==> src/hdl/crc_framed_packet_checker_assert.svh <==
// ----------------------------------------------------------------------------
// crc framed packet checker assertion macros
// concurrent assertion wrappers, compiled out when ASSERT_OFF is defined
// ----------------------------------------------------------------------------
`ifndef CRC_FRAMED_PACKET_CHECKER_ASSERT_SVH
`define CRC_FRAMED_PACKET_CHECKER_ASSERT_SVH

`ifndef ASSERT_OFF
`define CFPC_ASSERT_CLK(lbl, clk, rstn, prop) \
  lbl: assert property (@(posedge clk) disable iff (!rstn) prop) \
    else $error("cfpc assertion failed");
`define CFPC_ASSERT(lbl, prop) `CFPC_ASSERT_CLK(lbl, clk_i, rst_ni, prop)
`else
`define CFPC_ASSERT_CLK(lbl, clk, rstn, prop)
`define CFPC_ASSERT(lbl, prop)
`endif

`endif

==> src/hdl/cfpc_pkg.sv <==
// ----------------------------------------------------------------------------
// cfpc_pkg
// shared types, constants and crc byte functions of the framed packet checker
// ----------------------------------------------------------------------------
`timescale 1ns / 1ps

package cfpc_pkg;

  localparam logic [15:0] Crc16Poly     = 16'hA001;
  localparam logic [15:0] Crc16Init     = 16'h3AA3;
  localparam logic [31:0] Crc32Poly     = 32'hEDB88320;
  localparam logic [31:0] Crc32Init     = 32'h00003AA3;
  localparam logic [15:0] MinFrameBytes = 16'd18;
  localparam logic [15:0] HdrCrcSpan    = 16'd10;
  localparam logic [15:0] CountMax      = 16'hFFFF;
  localparam logic [7:0]  StartReset    = 8'hAA;
  localparam logic [15:0] LenMaskReset  = 16'h03FF;

  localparam logic [15:0] PosStart   = 16'd0;
  localparam logic [15:0] PosLenLo   = 16'd1;
  localparam logic [15:0] PosLenHi   = 16'd2;
  localparam logic [15:0] PosBodyCrc = 16'd4;
  localparam logic [15:0] PosHcrcLo  = 16'd10;
  localparam logic [15:0] PosHcrcHi  = 16'd11;

  typedef enum logic [2:0] {
    ST_OK        = 3'd0,
    ST_SHORT     = 3'd1,
    ST_BAD_START = 3'd2,
    ST_LEN       = 3'd3,
    ST_HDR_CRC   = 3'd4,
    ST_BODY_CRC  = 3'd5
  } cfpc_status_e;

  typedef enum logic [0:0] {
    REG_START_BYTE  = 1'b0,
    REG_LENGTH_MASK = 1'b1
  } cfpc_reg_e;

  typedef struct packed {
    logic [7:0]  start_byte;
    logic [15:0] length_mask;
  } cfpc_cfg_t;

  typedef struct packed {
    logic [15:0] count;
    logic        start_ok;
    logic [15:0] len_masked;
    logic [15:0] hcrc_run;
    logic [15:0] hcrc_field;
    logic [31:0] bcrc_run;
    logic [31:0] tail;
  } cfpc_snap_t;

  function automatic logic [15:0] crc16_byte(input logic [15:0] crc, input logic [7:0] b);
    logic [15:0] c;
    c = crc ^ {8'h00, b};
    for (int i = 0; i < 8; i++) begin
      c = c[0] ? ((c >> 1) ^ Crc16Poly) : (c >> 1);
    end
    return c;
  endfunction

  function automatic logic [31:0] crc32_byte(input logic [31:0] crc, input logic [7:0] b);
    logic [31:0] c;
    c = crc ^ {24'h000000, b};
    for (int i = 0; i < 8; i++) begin
      c = c[0] ? ((c >> 1) ^ Crc32Poly) : (c >> 1);
    end
    return c;
  endfunction

endpackage

==> src/hdl/cfpc_track.sv <==
// ----------------------------------------------------------------------------
// cfpc_track
// per-byte frame state with running crcs and the end-of-frame snapshot register
// ----------------------------------------------------------------------------
`timescale 1ns / 1ps
`include "crc_framed_packet_checker_assert.svh"

module cfpc_track (
  input  logic                 clk_i,
  input  logic                 rst_ni,
  input  cfpc_pkg::cfpc_cfg_t  cfg_i,
  input  logic                 accept_i,
  input  logic [7:0]           data_i,
  input  logic                 last_i,
  input  logic                 take_i,
  output cfpc_pkg::cfpc_snap_t snap_o,
  output logic                 snap_vld_o
);

  logic [15:0] count_q, count_d;
  logic        start_ok_q, start_ok_d;
  logic [15:0] len_q, len_d;
  logic [15:0] hcrc_q, hcrc_d;
  logic [15:0] hfield_q, hfield_d;
  logic [31:0] bcrc_q, bcrc_d;
  logic [7:0]  tail_q [4];
  logic [7:0]  tail_d [4];
  logic        snap_vld_q, snap_vld_d;
  cfpc_pkg::cfpc_snap_t snap_q, snap_d;

  // next frame state for the byte in hand
  always_comb begin
    start_ok_d = start_ok_q;
    len_d      = len_q;
    hfield_d   = hfield_q;
    case (count_q)
      cfpc_pkg::PosStart:  start_ok_d     = (data_i == cfg_i.start_byte);
      cfpc_pkg::PosLenLo:  len_d[7:0]     = data_i;
      cfpc_pkg::PosLenHi:  len_d[15:8]    = data_i;
      cfpc_pkg::PosHcrcLo: hfield_d[7:0]  = data_i;
      cfpc_pkg::PosHcrcHi: hfield_d[15:8] = data_i;
      default: ;
    endcase
    hcrc_d = (count_q < cfpc_pkg::HdrCrcSpan) ? cfpc_pkg::crc16_byte(hcrc_q, data_i) : hcrc_q;
    bcrc_d = (count_q >= cfpc_pkg::PosBodyCrc) ? cfpc_pkg::crc32_byte(bcrc_q, tail_q[0])
                                                : bcrc_q;
    tail_d[0] = tail_q[1];
    tail_d[1] = tail_q[2];
    tail_d[2] = tail_q[3];
    tail_d[3] = data_i;
    count_d   = (count_q == cfpc_pkg::CountMax) ? count_q : count_q + 16'd1;

    snap_d.count      = count_d;
    snap_d.start_ok   = start_ok_d;
    snap_d.len_masked = len_d & cfg_i.length_mask;
    snap_d.hcrc_run   = hcrc_d;
    snap_d.hcrc_field = hfield_d;
    snap_d.bcrc_run   = bcrc_d;
    snap_d.tail       = {tail_d[3], tail_d[2], tail_d[1], tail_d[0]};

    snap_vld_d = snap_vld_q;
    if (accept_i && last_i) begin
      snap_vld_d = 1'b1;
    end else if (take_i) begin
      snap_vld_d = 1'b0;
    end
  end

  always_ff @(posedge clk_i or negedge rst_ni) begin
    if (!rst_ni) begin
      count_q    <= '0;
      start_ok_q <= 1'b0;
      len_q      <= '0;
      hcrc_q     <= cfpc_pkg::Crc16Init;
      hfield_q   <= '0;
      bcrc_q     <= cfpc_pkg::Crc32Init;
      for (int i = 0; i < 4; i++) begin
        tail_q[i] <= '0;
      end
      snap_vld_q <= 1'b0;
    end else begin
      snap_vld_q <= snap_vld_d;
      if (accept_i) begin
        if (last_i) begin
          count_q    <= '0;
          start_ok_q <= 1'b0;
          len_q      <= '0;
          hcrc_q     <= cfpc_pkg::Crc16Init;
          hfield_q   <= '0;
          bcrc_q     <= cfpc_pkg::Crc32Init;
          for (int i = 0; i < 4; i++) begin
            tail_q[i] <= '0;
          end
        end else begin
          count_q    <= count_d;
          start_ok_q <= start_ok_d;
          len_q      <= len_d;
          hcrc_q     <= hcrc_d;
          hfield_q   <= hfield_d;
          bcrc_q     <= bcrc_d;
          for (int i = 0; i < 4; i++) begin
            tail_q[i] <= tail_d[i];
          end
        end
      end
    end
  end

  // payload register, no reset
  always_ff @(posedge clk_i) begin
    if (accept_i && last_i) begin
      snap_q <= snap_d;
    end
  end

  assign snap_o     = snap_q;
  assign snap_vld_o = snap_vld_q;

  `CFPC_ASSERT(a_count_clears, accept_i && last_i |=> count_q == 16'd0)
  `CFPC_ASSERT(a_snap_holds, snap_vld_q && !take_i && !(accept_i && last_i) |=> snap_vld_q)
  `CFPC_ASSERT(a_no_overrun, snap_vld_q && !take_i |-> !(accept_i && last_i))
  `CFPC_ASSERT(a_take_valid, take_i |-> snap_vld_q)

endmodule

==> config.mk <==
export PLATFORM = sky130hd
export DESIGN_NAME = cfpc_track
export DESIGN_NICKNAME = d
export VERILOG_FILES = /design/src/hdl/cfpc_pkg.sv /design/src/hdl/cfpc_track.sv
export VERILOG_INCLUDE_DIRS = /design/src /design/src/hdl
export SDC_FILE = /design/constraint.sdc
export NUM_CORES = 1
export LEC_CHECK = 0
export BUFFER_PORTS_ARGS = -buffer_cell sky130_fd_sc_hd__buf_2
export CORE_ASPECT_RATIO = 0.6
export CORE_MARGIN = 2
export CORE_UTILIZATION = 35
export DETAILED_ROUTE_END_ITERATION = 8
export PLACE_DENSITY = 0.58
export SYNTH_ARGS = -nofsm -noshare
export SYNTH_HDL_FRONTEND = slang
export SYNTH_SLANG_ARGS = --single-unit
export TNS_END_PERCENT = 10
==> constraint.sdc <==
create_clock -name clk_i -period 3.8 [get_ports clk_i]
set_input_delay 0.38 -clock clk_i [delete_from_list [all_inputs] [get_ports clk_i]]
set_output_delay 0.38 -clock clk_i [all_outputs]
set_load 0.01 [all_outputs]
After elaboration in Yosys (flattened, before gate mapping)
Cells that the tools add are included.
W data, S select, Z words.
- register bits after elaboration: 259
- bits of input ports: 37
- add/subtract/negate cells: 1
- $lt $le $gt $ge: 2
- eq/ne operators: 6
- mux-type cells: 33
- bitwise logic cells: 19
- reductions and logical operators: 3
- operator list (operator ; number):
    $mux W32 ; 11
    $mux W16 ; 14
    $not A13 Y14 ; 8
    $eq A16 B4 Y1 const B ; 2
    $mux W8 ; 4
    $xor A32 B8 Y32 ; 1
    $not A2 Y3 ; 8
    $add A16 B1 Y16 const B ; 1
    $and A16 B16 Y16 ; 1
    $eq A16 B1 Y1 const B ; 1
    $eq A16 B16 Y1 const B ; 1
    $eq A16 B2 Y1 const B ; 1
    $ge A16 B3 Y1 const B ; 1
    $logic_not A16 Y1 ; 1
    $lt A16 B4 Y1 const B ; 1
    $xor A16 B8 Y16 ; 1
    $eq A8 B8 Y1 ; 1
    $mux W1 ; 4
    $reduce_bool A2 Y1 ; 1
    $logic_and A1 B1 Y1 ; 1

Longest topological paths before layout
- depth in word-level cells: 19
- depth in mapped cells: 8

Least setup slack after synthesis
Ideal clock, no wire load.
- path kind: input port to flip-flop
- from: in accept_i
- to: reg snap_q, in the netlist snap_o[0], enable pin
- library setup time: 0.619 ns
- arrival: 6.454 ns
- required time: 3.181 ns
- setup slack: -3.273 ns
- stages: 5
- path through: clkbuf_1 > inv_2 > clkbuf_1 > clkbuf_1 > nor2_1
- word-level cells in the longest chain between the ends: 1
- RTL lines (what ; RTL line ; text):
    start, declared ; cfpc_track.sv:12 ; input logic accept_i,
    $logic_and A1 B1 Y1 ; cfpc_track.sv:111 ; if (accept_i && last_i) begin
    end signal, assigned ; cfpc_track.sv:112 ; snap_q <= snap_d;
    end, declared ; cfpc_track.sv:29 ; cfpc_pkg::cfpc_snap_t snap_q, snap_d;
Every way passes these cells.
A chain may end at the register's enable or synchronous reset.

Worst setup path after layout
- from: reg count_q[4]
- to: reg snap_q, in the netlist snap_o[72] (data pin)
- word-level cells in the longest chain between the ends: 2
- RTL lines (what ; RTL line ; text):
    start, declared ; cfpc_track.sv:20 ; logic [15:0] count_q, count_d;
    start signal, assigned ; cfpc_track.sv:95 ; count_q <= count_d;
    $eq A16 B4 Y1 ; cfpc_track.sv:36 ; case (count_q)
    $mux W8 ; cfpc_track.sv:36 ;
    named net hfield_d[8] ; cfpc_track.sv:24 ; logic [15:0] hfield_q, hfield_d;
The timed path passes the listed nets, and every way through them passes these cells.

==> impl_metrics.py <==
metrics = {
    "grt": {
        "grt_usage": 0.179,
        "grt_pass1_wl_mm": 49.6,
        "grt_pass1_vias": 8111,
        "overflow": 0,
        "antenna_found_initial": 0,
        "grt_max_degree": 95,
        "grtUsageMet2": 0.249,
        "met1_usage": 0.283,
        "use_met3": 0.0374,
        "grt.busiest_layer": "met1",
    },
    "worst_setup_path": {
        "reg2reg_depth": 4,
        "cp.arrival_ps": 2890,
        "endpoint_kind": "flop",
        "required_ps": 4100,
        "worstPathMaxFanout": 16,
        "start_kind": "flop",
        "crit_type": "reg2reg",
    },
    "timing": {
        "max_freq_mhz": 385,
        "slew_viol_final": 0,
        "final.period_utilization": 0.684,
        "worst_pin_slew_ps": 990,
        "finalClockSkew_ps": 13.1,
        "finalCriticalPeriod_ps": 2600,
        "worst_slack_ps": 1200,
        "rsz0062_at_grt": "no",
        "fin_tns_setup_ps": 0,
        "holdWs_ps": 33.2,
        "final-hold-violation-count": 0,
        "max_slew_margin": 0.339,
        "setup_viol": 0,
    },
    "synth": {
        "syn-cell-area_mm2": 0.0120,
        "synth-edff-count": 129,
        "avgSynthCellArea_um2": 11.9,
        "yosysWarnings": 0,
        "syn_inst": 1009,
        "async_reset_ff_frac": 0.502,
        "synth_cell_types": 58,
        "netlist_top_cells_area": "edfxtp_1 32%, dfrtp_1 24%, nand2_1 5.0%",
        "synth_top_area_frac": 0.324,
        "seq_area_frac_synth": 0.597,
        "synth_nets": 1050,
        "ys.flop_type": "edfxtp_1",
        "ys_ff_latch": 259,
        "synth_top_cell_by_area": "edfxtp_1",
    },
    "clock_network": {
        "cts_buffers": 26,
        "postCtsSetupRepairBufs": 0,
        "cts_max_level": 1,
        "clockBufferDepth": 3,
        "root_buffer": "clkbuf_16",
        "clk_pin_slew_ps": 60,
        "cts_sinks": 259,
        "cts_tree": "done",
        "clock_latency_ps": 540,
    },
    "worst_hold_path": {
        "hp-class": "in2reg",
        "hold_depth": 2,
    },
    "finish": {
        "area.growth.synth_to_final_pct": 17.8,
        "fin_nets": 1195,
        "layoutNonFillerInstCount": 1632,
        "drive_gt1_frac": 0.237,
        "diodes": 0,
    },
    "route": {
        "wl_per_cell_um": 19.8,
        "drc": 0,
        "wl_mm": 32.2,
        "vias": 8395,
        "vias_per_cell": 5.14,
        "drt_pre_antenna_iters": 5,
        "initialDrtViolationCount": 694,
        "ant_nets": 0,
    },
    "power_and_ir_drop": {
        "power_density_mw_per_mm2": 688,
        "swShare": 0.327,
        "pwr-share-comb": 0.334,
        "p_sw_mw": 3.17,
        "p_leak_nw": 6.02,
        "clockPowerShare": 0.265,
        "max-vdd-ir-drop_mv": 0.300,
        "p_int_mw": 6.54,
        "p_seq_frac": 0.401,
    },
    "die": {
        "fp.coreArea_mm2": 0.0337,
        "die_w_um": 243,
        "dieArea_mm2": 0.0357,
        "initial_core_util": 0.355,
        "io_pins": 167,
        "die_h_um": 147,
        "num_rows": 52,
    },
    "run": {
        "cap_viol_max_count": 0,
    },
    "placement": {
        "port_buffers": 166,
        "place_congestion": 0.859,
        "hpwl_mm": 21.3,
        "place_ws_ps": 1230,
        "dpl.cell_count": 1584,
    },
    "run_status": {
        "status": "complete, no violations",
    },
}
## cell usage after synthesis, types with 3 or more instances
cell type	count
nand3_1	16
or4_4	3
o31ai_1	14
and3_1	5
buf_2	19
ha_1	4
a21oi_1	51
a21o_1	19
inv_1	13
o2bb2ai_1	30
nand2_1	159
nor3_1	8
clkbuf_1	41
a31oi_1	5
o21ai_0	54
xnor3_1	12
and4_1	8
a22o_1	24
a31o_2	10
nor2_1	52
dfrtp_1	114
xor2_1	29
a21boi_0	16
nand4_1	10
nor2b_1	26
a22oi_1	7
xnor2_2	9
nor4_2	3
buf_1	4
xnor2_1	51
o21ai_1	3
o22a_1	6
o22ai_1	5
dfstp_2	16
edfxtp_1	129
nor4_1	3
## critical path, stage by stage, from the launching register on
cell and delay, ps:
dfrtp_1 510, or4_4 640, nor4_4 860, nor2b_1 150, a21o_1 200
## cell usage in the layout (no fill, tap or decap), types with 14 or more instances in the layout
cell,count
clkbuf_16,27
nand3_1,16
a22o_1,24
buf_4,15
buf_2,165
xnor2_1,51
o2bb2ai_1,30
o21ai_0,54
nor2_1,51
a21o_1,19
edfxtp_1,129
a21oi_1,51
dfstp_2,16
dfrtp_1,114
nand2_1,159
a21boi_0,16
xor2_1,29
o31ai_1,14
nor2b_1,26
## final timing paths
path	endpoint	startpoint	slack, ps
min in group asynchronous	len_q[1]	rst_ni	270
max in group asynchronous	bcrc_q[15]	rst_ni	2640
worst min register to register	snap_o[13]	snap_d[13]	460
worst max register to register	snap_o[72]	count_q[4]	1200
worst max-delay path	snap_o[72]	count_q[4]	1200
worst min-delay path	snap_vld_o	take_i	30
## what timing repair did
action / CTS / global route
resized for setup: 0 / 0
hold buffers: 1 / 0
hold endpoints to repair: 21 / 0
## stage by stage
stage,power (mW),util,area [um2]
CTS,9.78,0.418,14100
global placement,7.14,0.393,13300
finish,9.71,0.418,14100
detailed placement,7.16,0.393,13300
global route,10.3,0.418,14100
floorplan,6.28,-,12000
## registers in the layout (all words and copies together), names as in the netlist, 8 cells and up
| name | flops |
|---|---|
| snap_o | 129 |
| tail_q | 8 |
| hcrc_q | 16 |
| bcrc_q | 32 |
| len_q | 16 |
| hfield_q | 16 |
| count_q | 16 |
| snap_d | 24 |
## logic make-up after synthesis
| logic type | after synthesis | synth area share |
|---|---|---|
| fa+ha+maj | 4 | 0.00418 |
| mux | 2 | 0.00188 |
| flops | 259 | 0.597 |
| compound gates | 251 | 0.142 |
| xor+xnor | 108 | 0.108 |
| simple gates | 304 | 0.120 |
| buf+inv | 81 | 0.0280 |
## area by class of cell
| class | instances | area, um2 |
|---|---|---|
| fill | 3268 | 19600 |
| sequential | 259 | 7150 |
| multi-input combinational | 669 | 4500 |
| timing repair buffer | 183 | 988 |
| clock buffer | 40 | 774 |
| tap | 459 | 574 |
| clock inverter | 7 | 63.8 |
| inverter | 15 | 56.3 |
## power groups by stage
stage | Clock (mW) | Combinational, mW | Sequential, mW
floorplan | 0 | 2.34 | 3.94
global placement | 0 | 3.20 | 3.93
detailed placement | 0 | 3.22 | 3.94
CTS | 2.64 | 3.25 | 3.89
global route | 2.75 | 3.57 | 3.95
finish | 2.57 | 3.24 | 3.89
## routing by layer
metal  vias to the layer above  share of wire
met1                      4225           0.51
met5                         -              0
met2                       227           0.42
li1                       3904              -
met3                        39          0.056
met4                         0          0.022
No activity file was read; power rests on OpenSTA's default activity.
